===== config.mk =====
export PLATFORM = sky130hd
export DESIGN_NAME = rle_delta_list_intersect_unite_top
export DESIGN_NICKNAME = d
export VERILOG_FILES = /design/src/rldiu_pkg.sv /design/src/rle_delta_list_intersect_unite_top.sv /design/src/rldiu_list.sv /design/src/rldiu_step.sv
export SDC_FILE = /design/constraint.sdc
export NUM_CORES = 1
export LEC_CHECK = 0
export ABC_AREA = 0
export BUFFER_PORTS_ARGS = -buffer_cell sky130_fd_sc_hd__buf_4
export CAP_MARGIN = 0
export CORE_ASPECT_RATIO = 1.2
export CORE_UTILIZATION = 57
export DETAILED_ROUTE_END_ITERATION = 8
export PLACE_DENSITY = 0.79
export SYNTH_ARGS = -nofsm -noshare
export SYNTH_HDL_FRONTEND = slang
export SYNTH_HIERARCHICAL = 1
export SYNTH_SLANG_ARGS = --single-unit

===== constraint.sdc =====
create_clock -name clock -period 6.8 [get_ports clock]
set_clock_uncertainty 0.1 [all_clocks]
set_input_delay 0.34 -clock clock [delete_from_list [all_inputs] [get_ports clock]]
set_output_delay 0.34 -clock clock [all_outputs]
set_load 0.005 [all_outputs]

===== src/rldiu_pkg.sv =====
// ----------------------------------------------------------------------------
// rldiu_pkg
// Shared types and codes for the run/delta sorted list merge block.
// ----------------------------------------------------------------------------
package rldiu_pkg;

   localparam int unsigned WordWidth = 32;
   localparam int unsigned RunWidth  = 31;

   typedef enum logic [1:0] {
      PH_WORD  = 2'd0,
      PH_DELTA = 2'd1,
      PH_READY = 2'd2
   } phase_type;

   typedef enum logic [1:0] {
      MODE_WORD_A  = 2'd0,
      MODE_WORD_B  = 2'd1,
      MODE_STEP    = 2'd2,
      MODE_RESTART = 2'd3
   } mode_type;

   localparam logic [1:0] NEED_NONE = 2'd0;
   localparam logic [1:0] NEED_A    = 2'd1;
   localparam logic [1:0] NEED_B    = 2'd2;

   localparam logic OP_INTERSECT = 1'b0;
   localparam logic OP_UNION     = 1'b1;

   localparam logic [1:0] CSR_OPERATION = 2'd0;
   localparam logic [1:0] CSR_COUNT_A   = 2'd1;
   localparam logic [1:0] CSR_COUNT_B   = 2'd2;

   localparam logic RUN_FLAG = 1'b1;

   typedef struct packed {
      logic [WordWidth-1:0] current;
      logic                 ready;
      logic                 exhausted;
      logic                 can_take;
      logic                 wants_header;
   } list_status_type;

   typedef struct packed {
      logic clear;
      logic load;
      logic advance;
   } list_ctrl_type;

   typedef struct packed {
      logic [WordWidth-1:0] id_out;
      logic                 id_valid;
      logic [1:0]           need;
      logic                 done_res;
      logic                 word_rejected;
   } result_type;

endpackage


===== src/rle_delta_list_intersect_unite_top.sv =====
// ----------------------------------------------------------------------------
// rle_delta_list_intersect_unite_top
// Intersection or union of two sorted run/delta coded id lists.
// ----------------------------------------------------------------------------
// usage
//   req_* carries one item per transfer: a code word for list a or b, a merge
//   step, or a restart. rsp_* returns exactly one result per item, in order.
//   csr_* writes operation (0), count_a (1) and count_b (2); write only while
//   the block is idle.
//   an accepted item is held in the input register, worked through the list
//   logic when the result register is free or being taken, and lands in the
//   result register, where its result is offered.
//   throughput: one item per cycle while no result stalls; list state is
//   written at the same edge as the result register, so the next item sees
//   it at once.
//   a stalled result is held in the result register while the input register
//   still takes one more item; req_stall rises only when both are full.
//   reset clears both valid flags, the config registers and all list state.
// ----------------------------------------------------------------------------
module rle_delta_list_intersect_unite_top (
   input  logic        clock,
   input  logic        reset,
   input  logic        req_valid,
   output logic        req_stall,
   input  logic [1:0]  req_mode,
   input  logic [31:0] req_code_word,
   output logic        rsp_valid,
   input  logic        rsp_stall,
   output logic [31:0] rsp_id_out,
   output logic        rsp_id_valid,
   output logic [1:0]  rsp_need,
   output logic        rsp_done_res,
   output logic        rsp_word_rejected,
   input  logic        csr_write_enable,
   input  logic [1:0]  csr_index,
   input  logic [31:0] csr_write_data
);

   logic                         operation_ff;
   logic [31:0]                  count_a_ff;
   logic [31:0]                  count_b_ff;

   logic                         in_valid_ff, in_valid_in;
   rldiu_pkg::mode_type          mode_ff;
   logic [31:0]                  word_ff;

   logic                         out_valid_ff, out_valid_in;
   rldiu_pkg::result_type        result_ff;
   rldiu_pkg::result_type        result;

   rldiu_pkg::list_status_type   a_status, b_status;
   rldiu_pkg::list_ctrl_type     a_ctrl, b_ctrl;

   logic                         fire;
   logic                         req_take;

   assign fire     = in_valid_ff && (!out_valid_ff || !rsp_stall);
   assign req_stall = in_valid_ff && !fire;
   assign req_take = req_valid && !req_stall;

   assign in_valid_in  = req_take || (in_valid_ff && !fire);
   assign out_valid_in = fire || (out_valid_ff && rsp_stall);

   // configuration registers
   always_ff @(posedge clock) begin
      if (reset) begin
         operation_ff <= rldiu_pkg::OP_INTERSECT;
         count_a_ff   <= '0;
         count_b_ff   <= '0;
      end else if (csr_write_enable) begin
         case (csr_index)
            rldiu_pkg::CSR_OPERATION: operation_ff <= csr_write_data[0];
            rldiu_pkg::CSR_COUNT_A:   count_a_ff   <= csr_write_data;
            rldiu_pkg::CSR_COUNT_B:   count_b_ff   <= csr_write_data;
            default: begin
               operation_ff <= operation_ff;
            end
         endcase
      end
   end

   // input register
   always_ff @(posedge clock) begin
      if (reset) begin
         in_valid_ff <= 1'b0;
      end else begin
         in_valid_ff <= in_valid_in;
      end
   end

   always_ff @(posedge clock) begin
      if (req_take) begin
         mode_ff <= rldiu_pkg::mode_type'(req_mode);
         word_ff <= req_code_word;
      end
   end

   rldiu_list u_list_a (
      .clock     (clock),
      .reset     (reset),
      .count     (count_a_ff),
      .code_word (word_ff),
      .ctrl      (a_ctrl),
      .status    (a_status)
   );

   rldiu_list u_list_b (
      .clock     (clock),
      .reset     (reset),
      .count     (count_b_ff),
      .code_word (word_ff),
      .ctrl      (b_ctrl),
      .status    (b_status)
   );

   rldiu_step u_step (
      .enable    (fire),
      .mode      (mode_ff),
      .code_word (word_ff),
      .operation (operation_ff),
      .a_status  (a_status),
      .b_status  (b_status),
      .a_ctrl    (a_ctrl),
      .b_ctrl    (b_ctrl),
      .result    (result)
   );

   // result register
   always_ff @(posedge clock) begin
      if (reset) begin
         out_valid_ff <= 1'b0;
      end else begin
         out_valid_ff <= out_valid_in;
      end
   end

   always_ff @(posedge clock) begin
      if (fire) begin
         result_ff <= result;
      end
   end

   assign rsp_valid         = out_valid_ff;
   assign rsp_id_out        = result_ff.id_out;
   assign rsp_id_valid      = result_ff.id_valid;
   assign rsp_need          = result_ff.need;
   assign rsp_done_res      = result_ff.done_res;
   assign rsp_word_rejected = result_ff.word_rejected;

endmodule


===== src/rldiu_list.sv =====
// ----------------------------------------------------------------------------
// rldiu_list
// State of one coded list: head id, run delta, run length, phase, ids taken.
// ----------------------------------------------------------------------------
module rldiu_list (
   input  logic                                 clock,
   input  logic                                 reset,
   input  logic [rldiu_pkg::WordWidth-1:0]      count,
   input  logic [rldiu_pkg::WordWidth-1:0]      code_word,
   input  rldiu_pkg::list_ctrl_type             ctrl,
   output rldiu_pkg::list_status_type           status
);

   logic [rldiu_pkg::WordWidth-1:0] current_ff, current_in;
   logic [rldiu_pkg::WordWidth-1:0] delta_ff, delta_in;
   logic [rldiu_pkg::RunWidth-1:0]  run_ff, run_in;
   rldiu_pkg::phase_type            phase_ff, phase_in;
   logic [rldiu_pkg::WordWidth-1:0] taken_ff, taken_in;

   logic [rldiu_pkg::RunWidth-1:0]  val;
   logic [rldiu_pkg::WordWidth-1:0] val_ext;
   logic [rldiu_pkg::WordWidth-1:0] taken_next;

   assign val        = code_word[rldiu_pkg::WordWidth-1:1];
   assign val_ext    = {1'b0, val};
   assign taken_next = taken_ff + 32'd1;

   assign status.current      = current_ff;
   assign status.ready        = (phase_ff == rldiu_pkg::PH_READY);
   assign status.exhausted    = (taken_ff >= count);
   assign status.can_take     = (taken_ff < count) &&
                                ((phase_ff == rldiu_pkg::PH_WORD) ||
                                 (phase_ff == rldiu_pkg::PH_DELTA));
   assign status.wants_header = (phase_ff == rldiu_pkg::PH_WORD);

   always_comb begin
      current_in = current_ff;
      delta_in   = delta_ff;
      run_in     = run_ff;
      phase_in   = phase_ff;
      taken_in   = taken_ff;
      if (ctrl.clear) begin
         current_in = '0;
         delta_in   = '0;
         run_in     = '0;
         phase_in   = rldiu_pkg::PH_WORD;
         taken_in   = '0;
      end else if (ctrl.load) begin
         if (phase_ff == rldiu_pkg::PH_WORD && code_word[0] == rldiu_pkg::RUN_FLAG) begin
            run_in   = (val == '0) ? '0 : val - 31'd1;
            phase_in = rldiu_pkg::PH_DELTA;
         end else begin
            // plain delta word, or delta word after a run header
            delta_in   = val_ext;
            current_in = current_ff + val_ext;
            if (phase_ff == rldiu_pkg::PH_WORD) begin
               run_in = '0;
            end
            phase_in = rldiu_pkg::PH_READY;
         end
      end else if (ctrl.advance) begin
         taken_in = taken_next;
         if (taken_next < count && run_ff != '0) begin
            current_in = current_ff + delta_ff;
            run_in     = run_ff - 31'd1;
            phase_in   = rldiu_pkg::PH_READY;
         end else begin
            phase_in = rldiu_pkg::PH_WORD;
         end
      end
   end

   always_ff @(posedge clock) begin
      if (reset) begin
         current_ff <= '0;
         delta_ff   <= '0;
         run_ff     <= '0;
         phase_ff   <= rldiu_pkg::PH_WORD;
         taken_ff   <= '0;
      end else begin
         current_ff <= current_in;
         delta_ff   <= delta_in;
         run_ff     <= run_in;
         phase_ff   <= phase_in;
         taken_ff   <= taken_in;
      end
   end

endmodule


===== src/rldiu_step.sv =====
// ----------------------------------------------------------------------------
// rldiu_step
// Decision logic for one item: word load, merge step or restart.
// ----------------------------------------------------------------------------
module rldiu_step (
   input  logic                             enable,
   input  rldiu_pkg::mode_type              mode,
   input  logic [rldiu_pkg::WordWidth-1:0]  code_word,
   input  logic                             operation,
   input  rldiu_pkg::list_status_type       a_status,
   input  rldiu_pkg::list_status_type       b_status,
   output rldiu_pkg::list_ctrl_type         a_ctrl,
   output rldiu_pkg::list_ctrl_type         b_ctrl,
   output rldiu_pkg::result_type            result
);

   rldiu_pkg::list_ctrl_type a_sel, b_sel;
   logic                     is_union;

   assign is_union = (operation == rldiu_pkg::OP_UNION);

   always_comb begin
      a_sel  = '0;
      b_sel  = '0;
      result = '0;
      case (mode)
         rldiu_pkg::MODE_WORD_A: begin
            if (a_status.can_take) begin
               a_sel.load = 1'b1;
               if (a_status.wants_header && code_word[0] == rldiu_pkg::RUN_FLAG) begin
                  result.need = rldiu_pkg::NEED_A;
               end
            end else begin
               result.word_rejected = 1'b1;
            end
         end
         rldiu_pkg::MODE_WORD_B: begin
            if (b_status.can_take) begin
               b_sel.load = 1'b1;
               if (b_status.wants_header && code_word[0] == rldiu_pkg::RUN_FLAG) begin
                  result.need = rldiu_pkg::NEED_B;
               end
            end else begin
               result.word_rejected = 1'b1;
            end
         end
         rldiu_pkg::MODE_RESTART: begin
            a_sel.clear = 1'b1;
            b_sel.clear = 1'b1;
         end
         rldiu_pkg::MODE_STEP: begin
            if (!is_union && (a_status.exhausted || b_status.exhausted)) begin
               result.done_res = 1'b1;
            end else if (a_status.exhausted && b_status.exhausted) begin
               result.done_res = 1'b1;
            end else if (a_status.exhausted) begin
               if (!b_status.ready) begin
                  result.need = rldiu_pkg::NEED_B;
               end else begin
                  result.id_out   = b_status.current;
                  result.id_valid = 1'b1;
                  b_sel.advance   = 1'b1;
               end
            end else if (b_status.exhausted) begin
               if (!a_status.ready) begin
                  result.need = rldiu_pkg::NEED_A;
               end else begin
                  result.id_out   = a_status.current;
                  result.id_valid = 1'b1;
                  a_sel.advance   = 1'b1;
               end
            end else if (!a_status.ready) begin
               result.need = rldiu_pkg::NEED_A;
            end else if (!b_status.ready) begin
               result.need = rldiu_pkg::NEED_B;
            end else if (a_status.current == b_status.current) begin
               result.id_out   = a_status.current;
               result.id_valid = 1'b1;
               a_sel.advance   = 1'b1;
               b_sel.advance   = 1'b1;
            end else if (a_status.current < b_status.current) begin
               if (is_union) begin
                  result.id_out   = a_status.current;
                  result.id_valid = 1'b1;
               end
               a_sel.advance = 1'b1;
            end else begin
               if (is_union) begin
                  result.id_out   = b_status.current;
                  result.id_valid = 1'b1;
               end
               b_sel.advance = 1'b1;
            end
         end
         default: begin
            result = '0;
         end
      endcase
   end

   assign a_ctrl = enable ? a_sel : '0;
   assign b_ctrl = enable ? b_sel : '0;

endmodule


==> results.toml, run 1 <==
[run_status]
outcome = "complete, no violations"

[hold_path]
min_to = "count_a_ff[26]"
hold_depth = 3
hold_path_startpoint = "csr_write_data[26]"
hold_path_class = "input pin to register"

[floorplan]
fp.dieW_um = 198
dieArea_um2 = 47200
io_pins = 112
dieHeight_um = 238
core_area_um2 = 45800
rows = 86
initial_core_util = 0.576

[synthesis]
synth_top_area_frac = 0.245
seq_area_frac_synth = 0.326
syn_area_per_cell_um2 = 8.29
yosysTopAreaCell = "dfxtp_1"
synth-seq-cells = 394
syn_nets = 3490
syn_area_um2 = 26400
ys_types = 92
ys.flop_type = "dfxtp_1"
synth.area.top_cells = "dfxtp_1 (24%), ha_1 (11%), edfxtp_1 (8.1%)"
syn-instance-count = 3185
synth_edf_count = 71
yosys_warnings = 6
synthArstFlopShare = 0

[sta]
rsz0062_at_grt = "false"
slew_violations = 0
slew_headroom = 0.127
fin_crit_sh = 0.944
setup_viol = 0
whs_ns = 0.0177
fin_crit_ns = 6.42
max_freq_ghz = 0.156
hold_viol = 0
tns_ns = 0
worst-slew-pin-transition_ns = 1.31

[route]
drtPass1Iterations = 6
vias = 24700
via_per_inst = 6.27
drc = 0
wl_um = 84300
drt_iter0_drc = 2017
ant_nets = 0
post_drt_wl_per_cell_um = 21.4

[worst_setup_path]
path_buf_inv = 5
slowest_stage = "or2_2"
critical_path_class = "register to register"
cp-startpoint = "u_list_b/taken_ff[9]"
cp.required_ns = 7.13
reg2reg_to = "u_list_b/run_ff[2]"
crit_top_cell = "a21o_1"
reg2reg_depth = 26
arrival_ns = 6.75
startpoint_type = "register"
r2r-start = "u_list_b/taken_ff[9]"
end_kind = "register"
r2r_slack_ns = 0.38
crit_path_max_fanout = 48
cp_top_family = "compound AO/OA/AOI/OAI gates"
cp_slowest_stage_delay_ns = 0.52

[clocking]
clkTransAtPathRegs_ns = 0.06
htreeDepth = 2
cts-buffers-inserted = 42
ctsRootBufferMaster = "clkbuf_16"
cts_tree = "done"
post_cts_buffers = 0
clkSinkCount = 394
cts_buffer_depth = 3
clk_latency_ns = 0.58

[cells_and_area]
finalNonFillerCells = 3938
drive_above_1_share = 0.104
nNetsFinal = 3594
fill_cells = 3822
diodes = 0
area_delta_synth_final_pct = 12.3
register_area_um2 = 8600
multi_input_area_um2 = 16700

[power]
swShare = 0.280
power_density_nw_per_um2 = 195
vdd_drop_max_mv = 0.155
clockPowerShare = 0.416
p_leak_uw = 0.0121
p_int_uw = 4160
combPwrFrac = 0.151
pwr-share-seq = 0.432
net-switching-power_uw = 1620

[global_routing]
grt_antenna_before_repair = 0
grt.overflow.total = 0
grt_pass1_vias = 24100
track_usage = 0.351
grt_max_degree = 106
grt_pass1_wl_um = 129000

[placement]
hpwlAfterDp_um = 59900
port_buffers = 111
dp.cells = 3817
gp_congestion = 1.01

[run]
max-cap-violations = 0
==> synth_stat cells (all sizes together) (71+ instances only) <==
cell type,instances
nand2,395
dfxtp,323
a21oi,291
nor2,254
ha,230
o21ai,188
inv,130
nand2b,124
xnor2,106
xor2,106
clkbuf,97
mux2i,86
nand3,72
edfxtp,71
==> timing repair <==
item	in CTS	in global routing
resized for setup	0	0
endpoints found under the hold margin	47	0
hold buffers	44	0
==> per-layer routing <==
metal / track usage / wire (um)
met5: 0 / 0
met4: 0.264 / 6930
met3: 0.0599 / 6960
met2: 0.589 / 39200
met1: 0.397 / 31200
==> cell families after synthesis <==
group           synth area share
fa+ha+maj                  0.111
compound gates             0.171
flops                      0.326
simple gates               0.220
mux                       0.0582
buf+inv                   0.0440
xor+xnor                  0.0703
==> sequential cells by signal (all words and copies together), names as in the netlist, 2 cells and up <==
name / flops
count_a_ff: 32
count_b_ff: 32
rsp_id_out: 32
u_list_a/current_ff: 32
u_list_a/taken_ff: 32
u_list_b/current_ff: 32
u_list_b/taken_ff: 32
word_ff: 32
u_list_a/delta_ff: 31
u_list_a/run_ff: 31
u_list_b/delta_ff: 31
u_list_b/run_ff: 31
mode_ff: 2
rsp_need: 2
u_list_a/phase_ff: 2
u_list_b/phase_ff: 2
==> metrics by stage <==
stage	worst slack [ns]	cell area [um2]	total power, uW	util
global route	0.0496	29600	5970	0.647
global placement	0.700	27800	3340	0.606
detailed placement	0.595	27800	3370	0.606
finish	0.379	29600	5780	0.647
floorplan	0.636	26400	3100	-
CTS	0.565	29600	5780	0.647
==> area by class of cell <==
cell class,count,area share
Clock buffer,58,0.0403
Sequential cell,394,0.290
Inverter,130,0.0165
Clock inverter,19,0.00752
Tap cell,616,0.0260
Multi-Input combinational cell,2513,0.563
Timing Repair Buffer,208,0.0568
==> worst min-delay path: cells and delay by family <==
family	cells	cell delay [ns]
buffers and inverters	1	0.08
AND/OR/NAND/NOR	1	0.10
multiplexers	1	0.13
==> power by group through the flow <==
stage | combinational, uW | sequential [uW] | clock (uW)
2_1_floorplan | 576 | 2530 | 0
3_3_place_gp | 801 | 2540 | 0
3_5_place_dp | 822 | 2550 | 0
4_1_cts | 849 | 2490 | 2440
5_1_grt | 938 | 2500 | 2530
6_report | 876 | 2500 | 2410
==> layout by cell type, fill, tap and decap left out, types with 9 or more instances in the layout <==
| master | Yosys | routed |
|---|---|---|
| nand4_1 | 44 | 44 |
| mux2i_1 | 86 | 86 |
| nand3b_1 | 11 | 11 |
| and2_1 | 21 | 21 |
| nor3_1 | 54 | 54 |
| xnor2_1 | 106 | 106 |
| o21a_1 | 17 | 17 |
| a22oi_1 | 14 | 14 |
| a21o_1 | 52 | 52 |
| and3_1 | 24 | 24 |
| o21ai_0 | 152 | 152 |
| o31ai_1 | 12 | 12 |
| o22ai_1 | 33 | 33 |
| o21ai_1 | 35 | 34 |
| a21oi_1 | 288 | 288 |
| nor4_1 | 33 | 33 |
| or4_1 | 18 | 18 |
| edfxtp_1 | 71 | 71 |
| ha_1 | 230 | 230 |
| a31oi_1 | 11 | 11 |
| nand3_1 | 71 | 71 |
| nand2_1 | 395 | 395 |
| o211ai_1 | 10 | 10 |
| nand2b_1 | 124 | 124 |
| mux2_2 | 60 | 60 |
| clkbuf_16 | 0 | 43 |
| a211oi_1 | 27 | 27 |
| inv_1 | 130 | 130 |
| dfxtp_1 | 323 | 323 |
| xor2_1 | 106 | 106 |
| dlygate4sd3_1 | 0 | 44 |
| buf_4 | 4 | 163 |
| nor2_1 | 253 | 251 |
| o32ai_1 | 13 | 13 |
| nor2b_1 | 28 | 28 |
| nor3b_1 | 9 | 9 |
| or3_1 | 40 | 40 |
==> how the worst max path moves through the flow <==
stage,endpoint,slack [ns],depth (start not counted)
2_1_floorplan,u_list_a/current_ff[28],0.64,14
3_3_place_gp,u_list_b/run_ff[5],0.70,24
3_5_place_dp,u_list_b/current_ff[30],0.59,24
4_1_cts,u_list_b/current_ff[19],0.57,22
5_1_grt,u_list_b/current_ff[28],0.05,24
6_report,u_list_b/run_ff[2],0.38,26
Note: power is estimated with default switching activity, not from simulation.
==> inputs of run 2 (changes only) <==
--- a/config.mk
+++ b/config.mk
@@ -8,10 +8,12 @@
 export ABC_AREA = 0
 export BUFFER_PORTS_ARGS = -buffer_cell sky130_fd_sc_hd__buf_4
 export CAP_MARGIN = 0
+export CELL_PAD_IN_SITES_DETAIL_PLACEMENT = 0
+export CELL_PAD_IN_SITES_GLOBAL_PLACEMENT = 2
 export CORE_ASPECT_RATIO = 1.2
-export CORE_UTILIZATION = 57
+export CORE_UTILIZATION = 42
 export DETAILED_ROUTE_END_ITERATION = 8
-export PLACE_DENSITY = 0.79
+export PLACE_DENSITY = 0.88
 export SYNTH_ARGS = -nofsm -noshare
 export SYNTH_HDL_FRONTEND = slang
 export SYNTH_HIERARCHICAL = 1
==> constraint.sdc (replaced) <==
create_clock -name clock -period 7.6 [get_ports clock]
set_clock_uncertainty 0.1 [all_clocks]
set_input_delay 0.38 -clock clock [delete_from_list [all_inputs] [get_ports clock]]
set_output_delay 0.38 -clock clock [all_outputs]
set_load 0.005 [all_outputs]
==> results.toml, run 2 (synthesis results as in run 1) <==
[placement]
hpwlAfterDp_um = 64000
port_buffers = 111
gp_congestion = 0.974

[clocking]
cts_buffer_depth = 3
clkTransAtPathRegs_ns = 0.06
clk_latency_ns = 0.60
htreeDepth = 2
ctsHoldBuffers = 38
post_cts_resized = 0
clkSinkCount = 394
post_cts_buffers = 0
cts_tree = "done"
ctsRootBufferMaster = "clkbuf_16"
cts-buffers-inserted = 47

[worst_setup_path]
reg2reg_to = "u_list_b/current_ff[28]"
cp.required_ns = 7.99
cp_slowest_stage_delay_ns = 0.69
slowest_stage = "and4b_2"
r2r_slack_ns = 1.15
reg2reg_depth = 25
cp-startpoint = "u_list_b/taken_ff[9]"
end_kind = "register"
startpoint_type = "register"
worst-path-stages = 25
cp_top_family = "compound AO/OA/AOI/OAI gates"
crit_top_cell = "a21o_1"
r2r-start = "u_list_b/taken_ff[9]"
endpoint = "u_list_b/current_ff[28]"
critical_path_class = "register to register"
path_buf_inv = 2
crit_path_max_fanout = 25
arrival_ns = 6.83

[route]
via_per_inst = 5.67
wl_um = 87100
ant_nets = 0
drt_iter0_drc = 1581
drtPass1Iterations = 7
vias = 23600
drc = 0
post_drt_wl_per_cell_um = 21.0

[cells_and_area]
layout_commonest_cell = "nand2_1"
drive_above_1_share = 0.112
utilization = 0.486
area_delta_synth_final_pct = 14.3
layout_common_cells = "nand2_1 (394), dfxtp_1 (323), a21oi_1 (288), nor2_1 (249), ha_1 (230)"
nNetsFinal = 3607

[power]
vdd_drop_max_mv = 0.174
power_density_nw_per_um2 = 181
p_leak_uw = 0.0123

[floorplan]
rows = 100
dieHeight_um = 277
io_pins = 112
fp.dieW_um = 231
core_area_um2 = 62100
dieArea_um2 = 63900
initial_core_util = 0.425

[sta]
fin_crit_ns = 6.45
hold_viol = 0
fin_crit_sh = 0.848
slew_headroom = 0.198
rsz0062_at_grt = "false"
slew_violations = 0
max_freq_ghz = 0.155
setup_viol = 0
whs_ns = 0.0269
worst-slew-pin-transition_ns = 1.20
tns_ns = 0

[hold_path]
hold_path_startpoint = "csr_write_data[27]"
hold_path_class = "input pin to register"

[global_routing]
grt.overflow.total = 0
grt_antenna_before_repair = 0
grt_pass1_wl_um = 135000
grt_pass1_vias = 23400
track_usage = 0.271
grt_max_degree = 103

[run_status]
outcome = "complete, no violations"

[run]
max-cap-violations = 0
==> run 2: worst reg2reg max path, stage by stage (launching register included) <==
cell	delay [ns]
dfxtp_1	0.44
ha_1	0.30
a21o_1	0.19
a21o_1	0.18
a21o_1	0.18
a21o_1	0.17
a21oi_1	0.21
o22ai_1	0.11
a2111oi_0	0.40
o311ai_0	0.23
buf_4	0.20
nor2_1	0.15
and4b_2	0.69
mux2_2	0.30
ha_1	0.16
inv_1	0.06
fa_1	0.38
nand2b_1	0.20
a21oi_1	0.27
o21ai_0	0.23
a31o_2	0.31
nand3_1	0.14
nand2_1	0.15
o31ai_1	0.30
o21ai_0	0.13
a32o_1	0.20
==> run 2: worst min-delay path by stage <==
stage	endpoint	slack [ns]	cells past startpoint
floorplan	u_list_b/run_ff[28]	0.33	2
global placement	u_list_a/delta_ff[0]	0.34	2
detailed placement	u_list_b/run_ff[28]	0.34	2
CTS	count_b_ff[4]	0.003	3
global route	count_a_ff[2]	0.01	3
finish	count_a_ff[27]	0.03	3
==> run 2: layer usage <==
layer / global-route usage / up-vias / share of wire
met4: 0.0951 / 0 / 0.035
met3: 0.0329 / 137 / 0.043
met2: 0.495 / 637 / 0.51
met1: 0.323 / 11200 / 0.41
met5: 0 / - / 0
li1: - / 11600 / -
==> run 2: power breakdown <==
part	total [uW]	switching (uW)	internal (uW)
clock	2450	985	1460
combinational	806	496	310
sequential	2220	42.1	2180
==> run 2: area by class of cell <==
type,instances,area [um2]
multi-input cells,2513,16700
repair buffers,216,1720
flip-flops and latches,394,8600
diodes,1,2.50
clock buffers,53,1250
inverters,130,488
well taps,816,1020
clock inverters,34,402
fillers,6050,31900
==> run 2: per-stage QoR <==
stage | cell area, um2 | instances | power [uW] | setup slack (ns)
after floorplan | 26400 | 3185 | 2780 | 0.325
after global placement | 28100 | 4031 | 3040 | 1.15
after detailed placement | 28100 | 4031 | 3050 | 1.09
after CTS | 30200 | 4156 | 5520 | 1.08
after global routing | 30200 | 4156 | 5700 | 0.571
final | 30200 | 4157 | 5470 | 1.15
